### src/hw/rtl/psqrl_pkg.sv
package psqrl_pkg;

   localparam int Entries = 32;
   localparam int IdxW    = $clog2(Entries);
   localparam int FloorQ  = (Entries * 3) / 4;
   localparam int DivW    = 32;
   localparam int DsrW    = 16;
   localparam int CntW    = $clog2(DivW + 1);
   localparam int DecW    = 23;

   localparam logic [15:0] Sat16   = 16'hFFFF;

   // floor(x / 125) = (x * MsRecip) >> MsShift for any x below 2^29
   localparam logic [29:0] MsRecip = 30'd549755814;
   localparam int          MsShift = 36;

   localparam logic [1:0] KIND_VERDICT = 2'd0;
   localparam logic [1:0] KIND_BAN     = 2'd1;
   localparam logic [1:0] KIND_STATUS  = 2'd2;

   localparam logic [2:0] REG_ENABLE    = 3'd0;
   localparam logic [2:0] REG_BAN_TIME  = 3'd1;
   localparam logic [2:0] REG_BAN_LEVEL = 3'd2;
   localparam logic [2:0] REG_LP_MAX    = 3'd3;
   localparam logic [2:0] REG_HP_MAX    = 3'd4;
   localparam logic [2:0] REG_HP_MIN    = 3'd5;
   localparam logic [2:0] REG_UNIQ_MAX  = 3'd6;
   localparam logic [2:0] REG_TOTAL_MAX = 3'd7;

   typedef enum logic [1:0] {
      CMD_CHECK = 2'd0,
      CMD_COUNT = 2'd1,
      CMD_TICK  = 2'd2,
      CMD_OTHER = 2'd3
   } cmd_type;

   typedef enum logic [3:0] {
      ST_IDLE, ST_DISP, ST_UPD, ST_STAT, ST_TINIT, ST_TDEC,
      ST_TRD, ST_TENT, ST_TDIV, ST_TAPP, ST_TFIN
   } state_type;

   typedef struct packed {
      logic [1:0]  cmd;
      logic [31:0] src_ip;
      logic        critical;
      logic [15:0] delta_ms;
   } req_type;

   typedef struct packed {
      logic [1:0]  kind;
      logic        allow;
      logic [31:0] ban_ip;
      logic [25:0] ban_pps;
      logic        global_limit;
      logic        under_flood;
      logic        global_query_ok;
      logic        last;
   } rsp_type;

   typedef struct packed {
      cmd_type     op;
      logic [31:0] src_ip;
      logic        critical;
      logic [15:0] delta_ms;
   } job_type;

   typedef struct packed {
      logic        limiter_enable;
      logic [15:0] ban_time_s;
      logic [15:0] ban_level_pps;
      logic [15:0] low_prio_rate_max;
      logic [15:0] high_prio_rate_max;
      logic [15:0] high_prio_rate_min;
      logic [15:0] unique_filter_max;
      logic [15:0] total_filter_max;
   } cfg_type;

endpackage

### src/hw/rtl/psqrl_front.sv
module psqrl_front (
   input  logic               clock,
   input  logic               reset,
   input  logic               req_push,
   output logic               req_full,
   input  psqrl_pkg::req_type req_data,
   output logic               job_valid,
   input  logic               job_pop,
   output psqrl_pkg::job_type job
);

   psqrl_pkg::job_type q_ff [2];
   logic       wr_ff, wr_in;
   logic       rd_ff, rd_in;
   logic [1:0] cnt_ff, cnt_in;
   logic       do_push, do_pop;
   psqrl_pkg::job_type cls;

   // classify the incoming transaction
   always_comb begin
      cls.op       = psqrl_pkg::cmd_type'(req_data.cmd);
      cls.src_ip   = req_data.src_ip;
      cls.critical = req_data.critical;
      cls.delta_ms = req_data.delta_ms;
   end

   assign req_full  = (cnt_ff == 2'd2);
   assign job_valid = (cnt_ff != 2'd0);
   assign job       = q_ff[rd_ff];
   assign do_push   = req_push && !req_full;
   assign do_pop    = job_pop && job_valid;

   always_comb begin
      wr_in  = do_push ? ~wr_ff : wr_ff;
      rd_in  = do_pop ? ~rd_ff : rd_ff;
      cnt_in = cnt_ff + {1'b0, do_push} - {1'b0, do_pop};
   end

   always_ff @(posedge clock) begin
      if (reset) begin
         wr_ff  <= 1'b0;
         rd_ff  <= 1'b0;
         cnt_ff <= 2'd0;
      end else begin
         wr_ff  <= wr_in;
         rd_ff  <= rd_in;
         cnt_ff <= cnt_in;
      end
   end

   // hold queued jobs
   always_ff @(posedge clock) begin
      if (do_push) begin
         q_ff[wr_ff] <= cls;
      end
   end

endmodule

### config.mk
export PLATFORM = sky130hd
export DESIGN_NAME = psqrl_front
export DESIGN_NICKNAME = d
export VERILOG_FILES = /design/src/hw/rtl/psqrl_pkg.sv /design/src/hw/rtl/psqrl_front.sv
export SDC_FILE = /design/constraint.sdc
export NUM_CORES = 1
export LEC_CHECK = 0
export CAP_MARGIN = 20
export CORE_ASPECT_RATIO = 0.7
export CORE_MARGIN = 2
export CORE_UTILIZATION = 52
export DETAILED_ROUTE_END_ITERATION = 10
export DONT_BUFFER_PORTS = 1
export GPL_TIMING_DRIVEN = 0
export PLACE_DENSITY_LB_ADDON = 0.05
export RECOVER_POWER = 50
export SLEW_MARGIN = 20
export SYNTH_ARGS = -nofsm -noshare
export SYNTH_HDL_FRONTEND = slang
export SYNTH_SLANG_ARGS = --single-unit
### constraint.sdc
create_clock -name clock -period 2.1 [get_ports clock]
set_input_delay 0 -clock clock [delete_from_list [all_inputs] [get_ports clock]]
set_output_delay 0 -clock clock [all_outputs]
set_load 0.02 [all_outputs]
# Yosys cells after proc, flatten, opt, wreduce, memory -nomap -nowiden
# Memory sizes are Yosys's and may differ from the RTL's. A register that Yosys moved wholly into a read port is not among the register bits.
# Cells that the tools add are included.
# classes
addsub	2
n_eq_ne	1
muxes	4
bitwise	2
reduce_logical	4
# ops
operator	count
1-bit two-way mux	4
2-bit by 1-bit adder with 2-bit output	1
2-bit == test, second input constant	1
1-bit logical AND	2
1-bit inverter	2
2-bit nonzero test	1
2-bit by 1-bit subtractor with 2-bit output	1
1-bit zero test	1
# word_totals
ff_bits	4
ramBits	102
inputBits	55
output_inout_bits	53
wordCells	17
n_memories	1
# memory_table
name	depth	width	read_ports	rd_clocked_by_memory_dff	write_ports	line_no	rtl
q_ff	2	51	1	1	1	psqrl_front.sv:12	psqrl_pkg::job_type q_ff [2];

# Longest topological paths before layout
# logic_depth
ltp_word	5
mapped_depth	8
ltp_nobuf	8

# Worst setup path before layout
# No wires, ideal clock.
# synth_path
path_kind	reg2reg
from	register cnt_ff[0]
to	memory q_ff[0][0] in the netlist's numbering, enable pin
setup_ns	0.405
t_arrival_ns	1.879
required_time_ns	1.695
setup_slack_ns	-0.185
path_stages_with_launch	5
path_buffers	0
synth_period_minus_slack_ns	2.285
cell_sequence	dfxtp_1 > nand2b_2 > inv_2 > or3_1 > inv_1
# synth_between
elab_chain_len	5
# synth_lines
element	line_no	rtl
from (decl)	psqrl_front.sv:15	logic [1:0] cnt_ff, cnt_in;
from (signal assigned)	psqrl_front.sv:47	cnt_ff <= cnt_in;
2-bit == test	psqrl_front.sv:27	assign req_full = (cnt_ff == 2'd2);
net req_full	psqrl_front.sv:5	output logic req_full,
1-bit zero test	psqrl_front.sv:30	assign do_push = req_push && !req_full;
1-bit logical AND	psqrl_front.sv:30	
1-bit two-way mux	psqrl_front.sv:53	if (do_push) begin
1-bit two-way mux (implied by the code)	psqrl_front.sv:54	q_ff[wr_ff] <= cls;
to (decl)	psqrl_front.sv:12	
# The timed path passes the listed nets, and every way through them passes these cells.

# Final worst setup path
# layout_path
from	register cnt_ff[0]
to	memory q_ff[0][37] in the netlist's numbering, enable pin
# Same word-level chain as after synthesis.

==> run metrics <==
Syn Area/Cell=21.09 um2; grt total ovfl=0; GPL Wtd Cong=0.6926; Routed Antenna Nets=0; CTS H-tree lvls=3; total negative slack=0 ns; status=completed; post-CTS setup buffers=0; drt initial violations=74; type of the worst min-delay path=input port to flip-flop; RSZ-0062 raised after global routing=no; sw power=0.001578 W; Levels on crit path=4; Area growth syn-to-layout=22.32%; worst-path maximum fanout=25; port buffer count=0; 1st-pass router iterations=6; crit-path max cell delay=0.44 ns; Gate Count Post-Synth=185; DP HPWL=3835 um; CTS tree=yes; Clock Pin Slew Worst Setup and Hold Paths=roughly 0.09 ns; Clk network pwr share=22.6%; # clock sinks=107; Startpoint Class=flip-flop; synth unique cells=19; met2 Track Usage GR=between 20% and 30%; WP buf/inv=2; CP max-delay cell=clkinvlp_4; Max VDD drop=0.5494 mV; Seq/Total Area, Yosys=between 80% and 90%; Crit path required time=2.10 ns; Routed WL=6216 um; Synth Warn #=0; Sequential Area=0.003163 mm2; sequential fraction of design power=51.9%; total global-route track usage=15.84%; antenna violations before repair=0; n_diodes=0; Crit path arrival time=1.82 ns; CTS Buf Count=9; clk_skew=around 0.0080 ns; drt drc=0; synthesized area=0.003901 mm2; static leakage=1.598 nW; Final min period=1.827 ns; multi-input logic area=701.9 um2; cell internal pwr=~0.0037 W; count of final setup violators=0; via/cell ratio=5.119; Clock Tree Buf Depth=2; Hold WS=about 0.013 ns; top post-synthesis cells by area=edfxtp_1 (79%), mux2_2 (15%), dfxtp_1 (2.6%), buf_2 (0.77%), ha_1 (0.64%); Rel. slew slack=53.47%; share of post-route cells with drive strength above 1=21.88%; area leader, netlist=edfxtp_1; grt met1 use=17.99%; pwr/cell area=1096 mW/mm2; Net Sw Frac=30.17%; fin crit share=87.00%; Worst setup EP type=flip-flop; number of global-route vias before repair=1981; Hold Vio Cnt, Final=0; Fill cells=approximately 500; critical path start-end classification=flip-flop to flip-flop; cell count of the worst reg-to-reg path=4; combinational power share=25.5%; GR Layer Usage met3=~6.7%; Most Used Layer, Global Route=met2; Die W=107.5 um; Final nets=308; Slew Limit Fails=0; largest net degree at the start of global routing=52; clock root buffer=clkbuf_8; IO Count=108; CORE AREA=0.007287 mm2; Die Height=76.47 um; Seq cells post-synth=107; first-pass GRT wire length=slightly below 10000 um; critical-path cell list=nand2b_2 -> inv_2 -> or3_4 -> clkinvlp_4; Worst-Margin Slew=roughly 0.7 ns; vias=1812; clk_lat worst skew=0.35 ns; Core Rows=26; post-synth top area share=78.51%; Top Family by Delay on Critical Path=simple AND/OR/NAND/NOR gates; drt wl/cell=17.56 um; Mapped Nets=242; DIE AREA=0.008222 mm2; Fmax=547.3 MHz; Starting Density=between 50% and 60%; Max Cap Violations=0; Hold Crit Depth=4
==> synth_stat cells, drive strengths merged <==
cell and n:
nor2b 1, nand2 1, and3 1, o21ai 1
edfxtp 102, a21oi 1, dfxtp 5, nand2b 1
nor2 3, ha 2, buf 6, xor2 1
o21a 1, or3 1, or2 1, mux2 51
xnor2 2, inv 4
==> final cells by class <==
class	count	area share (%)
Timing Repair Buffer	54	11.33
Multi-Input combinational cell	68	14.71
Buffer	6	0.5244
Tap cell	98	2.569
Clock buffer	10	2.674
Inverter	4	0.3933
Sequential cell	107	66.28
Clock inverter	6	1.363
Timing Repair inverter	1	0.1573
==> layer usage <==
| metal | vias up | share of wire, % |
|---|---|---|
| met5 | - | 0 |
| met4 | 0 | 0.85 |
| met3 | 6 | 8.1 |
| met2 | 73 | 51 |
| met1 | 884 | 40 |
| li1 | 849 | - |
==> layout by cell type (no fill, tap or decap), drive strengths merged <==
master,Yosys,routed
edfxtp,102,102
dlygate4sd3,0,54
mux2,51,51
clkbuf,0,14
dfxtp,5,5
inv,4,4
clkinvlp,0,3
nor2,3,3
clkinv,0,3
buf,6,2
xnor2,2,2
ha,2,2
o21a,1,1
nand2b,1,1
nand2,1,1
or2,1,1
and3,1,1
or3,1,1
nor2b,1,1
o21ai,1,1
a21oi,1,1
xor2,1,1
bufinv,0,1
==> stage by stage <==
step                      power, W  utilization, %  instance area (um2)  setup slack [ns]  cells
final                     0.005230           65.49                 4772            0.2730    354
after global routing      0.005463           65.49                 4772            0.1771    354
after CTS                 0.005319           65.44                 4768            0.1035    354
after detailed placement  0.004049           55.27                 4028           -0.2634    283
after global placement    0.004008           55.27                 4028           -0.1337    283
after floorplan           0.003851               -                 3905            0.2063    185
==> sequential cells by signal (all words and copies together), names as in the netlist, named ones only <==
name / cells
wr_ff: 1
cnt_ff: 2
rd_ff: 1
q_ff: 102
==> power groups by stage <==
stage	Sequential, W	Combinational, W	Clock (W)
floorplan	0.00274	0.00111	0
global placement	0.00276	0.00125	0
detailed placement	0.00277	0.00127	0
CTS	0.00272	0.00139	0.00121
global route	0.00274	0.00142	0.00130
finish	0.00272	0.00133	0.00118
==> tightest hold or removal path, stage by stage <==
cell and delay [ns]:
nand2_1 0.04, ha_1 0.15, xnor2_1 0.08, nor2_1 0.07
==> final timing paths <==
path,start,endpoint,slack [ns]
hold / removal,req_push,cnt_ff[1]$_SDFF_PP0_,0.01
setup / recovery,cnt_ff[0]$_SDFF_PP0_,q_ff[0][37]$_DFFE_PP_,0.27
setup reg to reg,cnt_ff[0]$_SDFF_PP0_,q_ff[0][37]$_DFFE_PP_,0.27
hold reg to reg,wr_ff$_SDFFE_PP0N_,wr_ff$_SDFFE_PP0N_,0.52
==> cells by family after synthesis <==
group,synth area share [%]
DFF,81.08
muxes,14.72
buffers and inverters,1.155
and+or+nand+nor,1.283
AOI/OAI and AO/OA,0.4488
xor gates and xnor gates,0.6736
adders and majority gates,0.6413
==> timing repair <==
action,in CTS,in global routing
hold endpoints to repair,107,0
hold buffers,54,0
resized for setup,1,1
endpoints found under the setup margin,51,5
cloned,1,0
No activity file was read; power rests on OpenSTA's default activity.
